<file path="src/design/cpw_pkg.sv">
`default_nettype none
package cpw_pkg;

  localparam int MAX_VERTICES = 64;
  localparam int ADDR_W       = $clog2(MAX_VERTICES);
  localparam int CNT_W        = $clog2(MAX_VERTICES + 1);
  localparam int COORD_W      = 16;
  localparam int VTX_W        = 2 * COORD_W;
  localparam int LEN_W        = COORD_W + 1;
  localparam int DIST_W       = 24;
  localparam int SUM_W        = LEN_W + ADDR_W;
  localparam int SAT_W        = (SUM_W + 1 > DIST_W) ? SUM_W + 1 : DIST_W;
  localparam int MOD_CNT_W    = $clog2(DIST_W);

  localparam logic [DIST_W-1:0]    PERIM_MAX = {DIST_W{1'b1}};
  localparam logic [MOD_CNT_W-1:0] MOD_LAST  = MOD_CNT_W'(DIST_W - 1);

  typedef enum logic [1:0] {
    ACT_CLEAR  = 2'd0,
    ACT_APPEND = 2'd1,
    ACT_QUERY  = 2'd2
  } cpw_action_t;

  typedef enum logic [2:0] {
    ST_IDLE,
    ST_PERIM,
    ST_MOD,
    ST_PREP,
    ST_WALK,
    ST_DONE
  } cpw_state_t;

  typedef struct packed {
    logic clear;
    logic append;
    logic perim_upd;
    logic query;
    logic mod_step;
    logic mod_last;
    logic walk_step;
    logic out_load;
  } cpw_cmd_t;

  typedef struct packed {
    logic fault;
    logic need_mod;
    logic hit;
  } cpw_status_t;

  // manhattan step of one edge: along y when x does not change, else along x
  function automatic logic [LEN_W-1:0] edge_len(
    input logic signed [COORD_W-1:0] ax,
    input logic signed [COORD_W-1:0] ay,
    input logic signed [COORD_W-1:0] bx,
    input logic signed [COORD_W-1:0] by
  );
    logic signed [LEN_W-1:0] dx;
    logic signed [LEN_W-1:0] dy;
    logic signed [LEN_W-1:0] d;
    dx = {bx[COORD_W-1], bx} - {ax[COORD_W-1], ax};
    dy = {by[COORD_W-1], by} - {ay[COORD_W-1], ay};
    d  = (dx == '0) ? dy : dx;
    return d[LEN_W-1] ? LEN_W'(-d) : LEN_W'(d);
  endfunction

endpackage
`default_nettype wire

</file>
<file path="src/design/cpw_ram.sv">
`default_nettype none
module cpw_ram #(
  parameter int WIDTH = 32,
  parameter int DEPTH = 64
) (
  input  wire logic                     clk,
  input  wire logic                     we,
  input  wire logic [$clog2(DEPTH)-1:0] waddr,
  input  wire logic [WIDTH-1:0]         wdata,
  input  wire logic [$clog2(DEPTH)-1:0] raddr,
  output logic      [WIDTH-1:0]         rdata
);

  logic [WIDTH-1:0] mem [DEPTH];

  always_ff @(posedge clk) begin
    if (we) begin
      mem[waddr] <= wdata;
    end
    rdata <= mem[raddr];
  end

endmodule
`default_nettype wire

</file>
<file path="src/design/cpw_ctrl.sv">
`default_nettype none
module cpw_ctrl
  import cpw_pkg::*;
(
  input  wire logic        clk,
  input  wire logic        rst_n,
  input  wire logic        in_valid,
  output logic             in_ready,
  input  wire logic [1:0]  in_action,
  output logic             out_valid,
  input  wire logic        out_ready,
  input  wire cpw_status_t status,
  output cpw_cmd_t         cmd
);

  cpw_state_t           state_r, state_nxt;
  logic [MOD_CNT_W-1:0] mod_cnt_r, mod_cnt_nxt;
  logic                 out_valid_r, out_valid_nxt;

  always_ff @(posedge clk) begin
    if (!rst_n) begin
      state_r     <= ST_IDLE;
      mod_cnt_r   <= '0;
      out_valid_r <= 1'b0;
    end else begin
      state_r     <= state_nxt;
      mod_cnt_r   <= mod_cnt_nxt;
      out_valid_r <= out_valid_nxt;
    end
  end

  always_comb begin
    state_nxt     = state_r;
    mod_cnt_nxt   = mod_cnt_r;
    out_valid_nxt = out_valid_r;
    cmd           = '0;
    in_ready      = 1'b0;

    if (out_valid_r && out_ready) begin
      out_valid_nxt = 1'b0;
    end

    case (state_r)
      ST_IDLE: begin
        in_ready = 1'b1;
        if (in_valid) begin
          case (cpw_action_t'(in_action))
            ACT_CLEAR: begin
              cmd.clear = 1'b1;
            end
            ACT_APPEND: begin
              cmd.append = 1'b1;
              state_nxt  = ST_PERIM;
            end
            ACT_QUERY: begin
              cmd.query   = 1'b1;
              mod_cnt_nxt = '0;
              if (status.fault) begin
                state_nxt = ST_DONE;
              end else if (status.need_mod) begin
                state_nxt = ST_MOD;
              end else begin
                state_nxt = ST_PREP;
              end
            end
            default: begin
            end
          endcase
        end
      end
      ST_PERIM: begin
        cmd.perim_upd = 1'b1;
        state_nxt     = ST_IDLE;
      end
      ST_MOD: begin
        cmd.mod_step = 1'b1;
        mod_cnt_nxt  = mod_cnt_r + 1'b1;
        if (mod_cnt_r == MOD_LAST) begin
          cmd.mod_last = 1'b1;
          state_nxt    = ST_PREP;
        end
      end
      ST_PREP: begin
        // read of vertex 1, the end of the first edge, is in flight
        state_nxt = ST_WALK;
      end
      ST_WALK: begin
        cmd.walk_step = 1'b1;
        if (status.hit) begin
          state_nxt = ST_DONE;
        end
      end
      ST_DONE: begin
        if (!out_valid_r || out_ready) begin
          cmd.out_load  = 1'b1;
          out_valid_nxt = 1'b1;
          state_nxt     = ST_IDLE;
        end
      end
      default: begin
        state_nxt = ST_IDLE;
      end
    endcase
  end

  assign out_valid = out_valid_r;

endmodule
`default_nettype wire

</file>
<file path="src/design/cpw_dp.sv">
`default_nettype none
module cpw_dp
  import cpw_pkg::*;
(
  input  wire logic                      clk,
  input  wire logic                      rst_n,
  input  wire cpw_cmd_t                  cmd,
  output cpw_status_t                    status,
  input  wire logic signed [COORD_W-1:0] in_vertex_x,
  input  wire logic signed [COORD_W-1:0] in_vertex_y,
  input  wire logic [DIST_W-1:0]         in_distance,
  output logic signed [COORD_W-1:0]      out_pos_x,
  output logic signed [COORD_W-1:0]      out_pos_y,
  output logic                           out_fault
);

  logic [CNT_W-1:0]          count_r, count_nxt;
  logic [SUM_W-1:0]          open_sum_r, open_sum_nxt;
  logic [DIST_W-1:0]         perim_r, perim_nxt;
  logic signed [COORD_W-1:0] first_x_r, first_x_nxt, first_y_r, first_y_nxt;
  logic signed [COORD_W-1:0] last_x_r, last_x_nxt, last_y_r, last_y_nxt;
  logic [DIST_W-1:0]         t_r, t_nxt;
  logic [DIST_W-1:0]         rem_r, rem_nxt;
  logic [ADDR_W-1:0]         edge_r, edge_nxt;
  logic signed [COORD_W-1:0] prev_x_r, prev_x_nxt, prev_y_r, prev_y_nxt;
  logic signed [COORD_W-1:0] res_x_r, res_x_nxt, res_y_r, res_y_nxt;
  logic                      res_fault_r, res_fault_nxt;
  logic signed [COORD_W-1:0] out_x_r, out_x_nxt, out_y_r, out_y_nxt;
  logic                      out_fault_r, out_fault_nxt;

  logic                      ram_we;
  logic [ADDR_W-1:0]         ram_raddr;
  logic [VTX_W-1:0]          ram_rdata;

  logic                      not_full;
  logic [SAT_W-1:0]          perim_sum;
  logic [DIST_W:0]           rem_sh;
  logic [DIST_W:0]           rem_sub;
  logic [CNT_W-1:0]          count_m1;
  logic                      last_edge;
  logic signed [COORD_W-1:0] cur_x, cur_y;
  logic signed [LEN_W-1:0]   dx, dy, d;
  logic                      along_y;
  logic [LEN_W-1:0]          len;
  logic [COORD_W-1:0]        step;
  logic signed [COORD_W-1:0] hit_x, hit_y;

  assign not_full = count_r < CNT_W'(MAX_VERTICES);
  assign ram_we   = cmd.append && not_full;
  assign ram_raddr = cmd.walk_step ? edge_r + ADDR_W'(2) : edge_r + ADDR_W'(1);

  cpw_ram #(
    .WIDTH (VTX_W),
    .DEPTH (MAX_VERTICES)
  ) u_vtx_ram (
    .clk   (clk),
    .we    (ram_we),
    .waddr (count_r[ADDR_W-1:0]),
    .wdata ({in_vertex_x, in_vertex_y}),
    .raddr (ram_raddr),
    .rdata (ram_rdata)
  );

  // closing edge back to vertex 0 is added on top of the open chain
  assign perim_sum = SAT_W'(open_sum_r)
                   + SAT_W'(edge_len(last_x_r, last_y_r, first_x_r, first_y_r));

  // restoring remainder, one distance bit per cycle
  assign rem_sh  = {rem_r, t_r[DIST_W-1]};
  assign rem_sub = rem_sh - {1'b0, perim_r};

  // walk of one edge
  assign count_m1  = count_r - 1'b1;
  assign last_edge = edge_r == count_m1[ADDR_W-1:0];
  assign cur_x     = last_edge ? first_x_r : ram_rdata[VTX_W-1:COORD_W];
  assign cur_y     = last_edge ? first_y_r : ram_rdata[COORD_W-1:0];
  assign dx        = {cur_x[COORD_W-1], cur_x} - {prev_x_r[COORD_W-1], prev_x_r};
  assign dy        = {cur_y[COORD_W-1], cur_y} - {prev_y_r[COORD_W-1], prev_y_r};
  assign along_y   = dx == '0;
  assign d         = along_y ? dy : dx;
  assign len       = d[LEN_W-1] ? LEN_W'(-d) : LEN_W'(d);
  assign step      = t_r[COORD_W-1:0];

  always_comb begin
    hit_x = prev_x_r;
    hit_y = prev_y_r;
    if (along_y) begin
      hit_y = d[LEN_W-1] ? prev_y_r - step : prev_y_r + step;
    end else begin
      hit_x = d[LEN_W-1] ? prev_x_r - step : prev_x_r + step;
    end
  end

  assign status.fault    = (count_r == '0) || (perim_r == '0);
  assign status.need_mod = in_distance > perim_r;
  assign status.hit      = t_r <= DIST_W'(len);

  always_comb begin
    count_nxt     = count_r;
    open_sum_nxt  = open_sum_r;
    perim_nxt     = perim_r;
    first_x_nxt   = first_x_r;
    first_y_nxt   = first_y_r;
    last_x_nxt    = last_x_r;
    last_y_nxt    = last_y_r;
    t_nxt         = t_r;
    rem_nxt       = rem_r;
    edge_nxt      = edge_r;
    prev_x_nxt    = prev_x_r;
    prev_y_nxt    = prev_y_r;
    res_x_nxt     = res_x_r;
    res_y_nxt     = res_y_r;
    res_fault_nxt = res_fault_r;
    out_x_nxt     = out_x_r;
    out_y_nxt     = out_y_r;
    out_fault_nxt = out_fault_r;

    if (cmd.clear) begin
      count_nxt    = '0;
      open_sum_nxt = '0;
      perim_nxt    = '0;
    end

    if (ram_we) begin
      if (count_r == '0) begin
        first_x_nxt  = in_vertex_x;
        first_y_nxt  = in_vertex_y;
        open_sum_nxt = '0;
      end else begin
        open_sum_nxt = open_sum_r
                     + SUM_W'(edge_len(last_x_r, last_y_r, in_vertex_x, in_vertex_y));
      end
      last_x_nxt = in_vertex_x;
      last_y_nxt = in_vertex_y;
      count_nxt  = count_r + 1'b1;
    end

    if (cmd.perim_upd) begin
      perim_nxt = (perim_sum > SAT_W'(PERIM_MAX)) ? PERIM_MAX : perim_sum[DIST_W-1:0];
    end

    if (cmd.query) begin
      t_nxt         = in_distance;
      rem_nxt       = '0;
      edge_nxt      = '0;
      prev_x_nxt    = first_x_r;
      prev_y_nxt    = first_y_r;
      res_x_nxt     = '0;
      res_y_nxt     = '0;
      res_fault_nxt = status.fault;
    end

    if (cmd.mod_step) begin
      rem_nxt = rem_sub[DIST_W] ? rem_sh[DIST_W-1:0] : rem_sub[DIST_W-1:0];
      t_nxt   = cmd.mod_last ? rem_nxt : {t_r[DIST_W-2:0], 1'b0};
    end

    if (cmd.walk_step) begin
      if (status.hit) begin
        res_x_nxt = hit_x;
        res_y_nxt = hit_y;
      end else begin
        t_nxt      = t_r - DIST_W'(len);
        prev_x_nxt = cur_x;
        prev_y_nxt = cur_y;
        edge_nxt   = edge_r + 1'b1;
      end
    end

    if (cmd.out_load) begin
      out_x_nxt     = res_x_r;
      out_y_nxt     = res_y_r;
      out_fault_nxt = res_fault_r;
    end
  end

  always_ff @(posedge clk) begin
    if (!rst_n) begin
      count_r    <= '0;
      open_sum_r <= '0;
      perim_r    <= '0;
    end else begin
      count_r    <= count_nxt;
      open_sum_r <= open_sum_nxt;
      perim_r    <= perim_nxt;
    end
  end

  always_ff @(posedge clk) begin
    first_x_r   <= first_x_nxt;
    first_y_r   <= first_y_nxt;
    last_x_r    <= last_x_nxt;
    last_y_r    <= last_y_nxt;
    t_r         <= t_nxt;
    rem_r       <= rem_nxt;
    edge_r      <= edge_nxt;
    prev_x_r    <= prev_x_nxt;
    prev_y_r    <= prev_y_nxt;
    res_x_r     <= res_x_nxt;
    res_y_r     <= res_y_nxt;
    res_fault_r <= res_fault_nxt;
    out_x_r     <= out_x_nxt;
    out_y_r     <= out_y_nxt;
    out_fault_r <= out_fault_nxt;
  end

  assign out_pos_x = out_x_r;
  assign out_pos_y = out_y_r;
  assign out_fault = out_fault_r;

endmodule
`default_nettype wire

</file>
<file path="src/design/closed_path_position_walk_top.sv">
// Position along a closed axis-aligned path.
// Input channel (in_valid/in_ready) carries one request: in_action selects
// clear path, append vertex (in_vertex_x/y) or query (in_distance).
// Only a query returns a result on the output channel (out_valid/out_ready):
// out_pos_x/out_pos_y of the point reached walking from vertex 0, or
// out_fault when the path is empty or its perimeter is zero.
// Clear is done on acceptance; append stores the vertex, then updates the
// perimeter. A query is accepted, reduces the distance by a restoring
// remainder (one bit per cycle) when it exceeds the perimeter, starts the
// read of the end of the first edge, then walks the path edge by edge, since
// each edge needs one read of the vertex ram, then loads the output register
// (a faulting query goes straight to it). Requests are handled one at a
// time; in_ready is high while no request is in progress.
// The result sits in an output register, so a new request can be taken while
// it waits; a query that finishes before the receiver takes the previous
// result waits until the output register is free.
// Reset empties the path (no vertices, perimeter zero) and clears out_valid.
`default_nettype none
module closed_path_position_walk_top
  import cpw_pkg::*;
(
  input  wire logic                      clk,
  input  wire logic                      rst_n,
  input  wire logic                      in_valid,
  output logic                           in_ready,
  input  wire logic [1:0]                in_action,
  input  wire logic signed [COORD_W-1:0] in_vertex_x,
  input  wire logic signed [COORD_W-1:0] in_vertex_y,
  input  wire logic [DIST_W-1:0]         in_distance,
  output logic                           out_valid,
  input  wire logic                      out_ready,
  output logic signed [COORD_W-1:0]      out_pos_x,
  output logic signed [COORD_W-1:0]      out_pos_y,
  output logic                           out_fault
);

  cpw_cmd_t    cmd;
  cpw_status_t status;

  cpw_ctrl u_ctrl (
    .clk       (clk),
    .rst_n     (rst_n),
    .in_valid  (in_valid),
    .in_ready  (in_ready),
    .in_action (in_action),
    .out_valid (out_valid),
    .out_ready (out_ready),
    .status    (status),
    .cmd       (cmd)
  );

  cpw_dp u_dp (
    .clk         (clk),
    .rst_n       (rst_n),
    .cmd         (cmd),
    .status      (status),
    .in_vertex_x (in_vertex_x),
    .in_vertex_y (in_vertex_y),
    .in_distance (in_distance),
    .out_pos_x   (out_pos_x),
    .out_pos_y   (out_pos_y),
    .out_fault   (out_fault)
  );

endmodule
`default_nettype wire

</file>
<file path="config.mk">
export PLATFORM = sky130hd
export DESIGN_NAME = closed_path_position_walk_top
export DESIGN_NICKNAME = d
export VERILOG_FILES = /design/src/design/cpw_pkg.sv /design/src/design/cpw_ram.sv /design/src/design/cpw_ctrl.sv /design/src/design/cpw_dp.sv /design/src/design/closed_path_position_walk_top.sv
export SDC_FILE = /design/constraint.sdc
export NUM_CORES = 2
export LEC_CHECK = 0
export ABC_CLOCK_PERIOD_IN_PS = 25000
export BUFFER_PORTS_ARGS = -buffer_cell sky130_fd_sc_hd__buf_2
export CORE_ASPECT_RATIO = 0.7
export CORE_MARGIN = 2
export CORE_UTILIZATION = 46
export CTS_CLUSTER_SIZE = 40
export DETAILED_ROUTE_END_ITERATION = 10
export GPL_TIMING_DRIVEN = 0
export PLACE_DENSITY = 0.62
export SYNTH_ARGS = -nofsm -noshare
export SYNTH_HDL_FRONTEND = slang
export SYNTH_SLANG_ARGS = --single-unit
export TNS_END_PERCENT = 100
</file>
<file path="constraint.sdc">
create_clock -name clk -period 25 [get_ports clk]
set_input_delay 1.25 -clock clk [delete_from_list [all_inputs] [get_ports clk]]
set_output_delay 1.25 -clock clk [all_outputs]
set_load 0.005 [all_outputs]
</file>
==> results.toml <==
[run_status]
run_status = "complete, but fails checks"
violations = "capacitance limit, slew limit"

[floorplanning]
die-width_um = 571
io_pins = 97
chipHeight_um = 401
area_of_the_core_mm2 = 0.223
row_count = 145
die-area_mm2 = 0.229
initial_core_util_pct = 46.3

[synthesis]
postSynthCellCount = 6386
netlist.area_leader.share_pct = 63.0
synth_warnings = 0
synth_area_leaders = "edfxtp_1, mux4_2, dfxtp_1"
syn-mean-instance-area_um2 = 16.2
postSynthRegisterBits = 2359
yosys.cell_count.top_type = "edfxtp_1"
synth_top_flop_cell = "edfxtp_1"
number_of_flops_mapped_to_enable_cells_by_yosys = 2170
synth_seq_area_share_pct = 66.7
synth.net_count = 6699
netlist.top_cell.by_area = "edfxtp_1"
synth.cell_area_mm2 = 0.103
yosysUniqueCellTypes = 94
synthTopCellsByCount = "edfxtp_1, mux4_2, a21oi_1, nor2_1, nand2_1"
synth-async-reset-ratio_pct = 0

[timing]
setup_viol = 0
min_period_over_period_pct = 52.6
setup_total_negative_slack_ps = 0
tightest_slew_ps = 1600
drv_slew = 13
finalHoldViolations = 0
clock-skew-final_ps = 87.8
fmax_mhz = 76.1
timing.max_slew.rel_slack_pct = -6.81
worst_hold_slack_ps = 431
grt_setup_unrepaired = "no"
period_minus_slack_ps = 13140

[placed_design]
post_detail_place_hpwl_um = 226000
finalWeightedCongestion = 0.943
placement.io_buffers = 96
dpl-instance-area_mm2 = 0.110

[clock_tree]
clk_pin_slew_ps = 60
cts_setup_buffers = 0
cts.root.buffer_cell = "clkbuf_16"
cts_num_sinks = 2359
clock_latency_ps = 900
max-clock-path-buffers = 4
hold_bufs_inserted_after_cts = 0
cts_resized = 0
cts-buffers-inserted = 224
tritoncts = "built"
cts.htree.levels = 4

[pwr]
total_leakage_power_nw = 39.1
ir_drop_mv = 0.101
powerDensity_mw_per_mm2 = 123

[worst_setup_path]
critical_path.startpoint_type = "register"
timing.critical_path.to_type = "register"
r2r_setup_slack_ps = 11860
worst-setup-path-type = "register to register"
critical-path-top-cell-by-count = "clkbuf_1"
path_max_fanout = 10
cp_slowest_stage_delay_ps = 660
critical_path_required_ps = 25700
worst_ep_arrival_time_ps = 13840
critPathSlowestCell = "clkbuf_1"
worstRegToRegCells = 42

[global_routing]
pin_count_of_the_biggest_net_entering_global_routing = 69
global_route_wire_length_before_repair_um = 443000
globalRouteTotalUtil_pct = 27.5
first_global_vias = 58700
grt_antenna_before_repair = 40
overflow = 0

[routing]
dr_total_vias = 62600
antenna_violating_nets_post_route = 0
route.detailed.vias_per_inst = 6.25
first_iter_violations = 9531
route.final.wire_length_um = 318000
post-route-drc-count = 0
detail_route.first_pass.iterations = 6
wire_per_inst_um = 31.8

[min_path]
hold_path_class = "register to register"
whs_path_depth = 0

[job]
cap_violations = 3

[cells_and_area]
layout.cell_area.non_filler_mm2 = 0.117
finalNetCount = 7122
seqCellArea_mm2 = 0.0689
synthToLayoutAreaGrowth_pct = 13.6
multi_input_comb_area_mm2 = 0.0331
nFillCells = 18000
post_route_cells_drive_above_1_share_pct = 17.8
-- worst max-delay path: cells and delay by family, from the launching register on --
family	cells	cell delay [ps]
and+or+nand+nor	13	3210
buffers and inverters	9	3160
AOI/OAI and AO/OA	10	3040
adders and majority gates	5	1650
xor gates and xnor gates	3	850
muxes	2	750
DFF	1	350
-- through the flow --
| step | setup slack, ps | cells | power, mW | utilization (%) |
|---|---|---|---|---|
| 3_5_place_dp | 12400 | 9596 | 11.1 | 49.4 |
| 3_3_place_gp | 12560 | 9495 | 11.0 | 48.2 |
| 2_1_floorplan | 15680 | 6386 | 8.95 | - |
| 4_1_cts | 12290 | 9995 | 14.4 | 52.6 |
| 6_report | 11860 | 10000 | 14.5 | 52.6 |
| 5_1_grt | 11310 | 9995 | 15.1 | 52.6 |
-- where the power goes --
group	internal (mW)	total [mW]	leakage (nW)	switching, mW
clock	1.84	3.33	3.40	1.49
combinational	2.69	6.59	14.7	3.90
sequential	4.40	4.56	21.1	0.158
-- cell type report --
cell class                 instances  share of cell area (%)
antenna                            9                  0.0192
buffer                           306                    1.03
clock inverter                   123                   0.924
clock buffer                     276                    5.00
inverter                         170                   0.543
sequential                      2359                    58.7
tap                             3013                    3.21
multi-input combinational       3551                    28.2
timing repair buffer             197                    2.33
-- per-layer routing --
metal	wire (µm)	global-route usage (%)
met3	41700	8.89
met2	128000	36.7
met5	107	0
met1	140000	43.3
met4	7830	6.29
-- final timing paths --
| check | endpoint | from |
|---|---|---|
| worst max-delay path | u_dp.t_r[2] | u_dp.count_r[0] |
| worst min-delay path | u_dp.out_pos_y[7] | u_dp.res_y_r[7] |
| worst min register to register | u_dp.out_pos_y[7] | u_dp.res_y_r[7] |
| worst max register to register | u_dp.t_r[2] | u_dp.count_r[0] |
-- registers in the layout, indices dropped and copies added (netlist names), 6 cells and up --
name	cells
u_dp.first_y_r	16
u_dp.out_pos_x	16
u_dp.prev_y_r	16
u_dp.out_pos_y	16
u_dp.u_vtx_ram.mem	2048
u_dp.res_y_r	16
u_dp.res_x_r	16
u_dp.rem_r	24
u_dp.last_x_r	16
u_dp.perim_r	24
u_dp.prev_x_r	16
u_dp.first_x_r	16
u_dp.open_sum_r	23
u_dp.last_y_r	16
u_dp.t_r	24
u_dp.count_r	7
u_dp.u_vtx_ram.rdata	32
u_dp.edge_r	6
-- cell families after synthesis --
kind of cell | count (synthesis) | share of synthesized area (%)
muxes | 728 | 13.7
buffers and inverters | 476 | 1.79
adders and majority gates | 251 | 3.12
and+or+nand+nor | 1232 | 5.90
DFF | 2359 | 66.7
AOI/OAI and AO/OA | 1128 | 7.03
xor gates and xnor gates | 212 | 1.80
-- cells in the final DEF (no fill, tap or decap), types with 85 or more instances in the layout --
| master | Yosys | layout |
|---|---|---|
| clkbuf_16 | 0 | 227 |
| o21ai_0 | 162 | 162 |
| nand3_1 | 104 | 100 |
| xnor2_1 | 133 | 132 |
| nor2_1 | 346 | 283 |
| buf_2 | 32 | 97 |
| nand2_1 | 265 | 264 |
| ha_1 | 239 | 239 |
| nor2b_1 | 163 | 163 |
| a21oi_1 | 390 | 387 |
| clkbuf_1 | 228 | 271 |
| edfxtp_1 | 2170 | 2170 |
| a211oi_1 | 157 | 156 |
| nor3_1 | 87 | 85 |
| dfxtp_1 | 189 | 189 |
| inv_1 | 168 | 168 |
| mux2i_1 | 150 | 150 |
| mux4_2 | 544 | 544 |
Power figures use the tool's default switching activity.
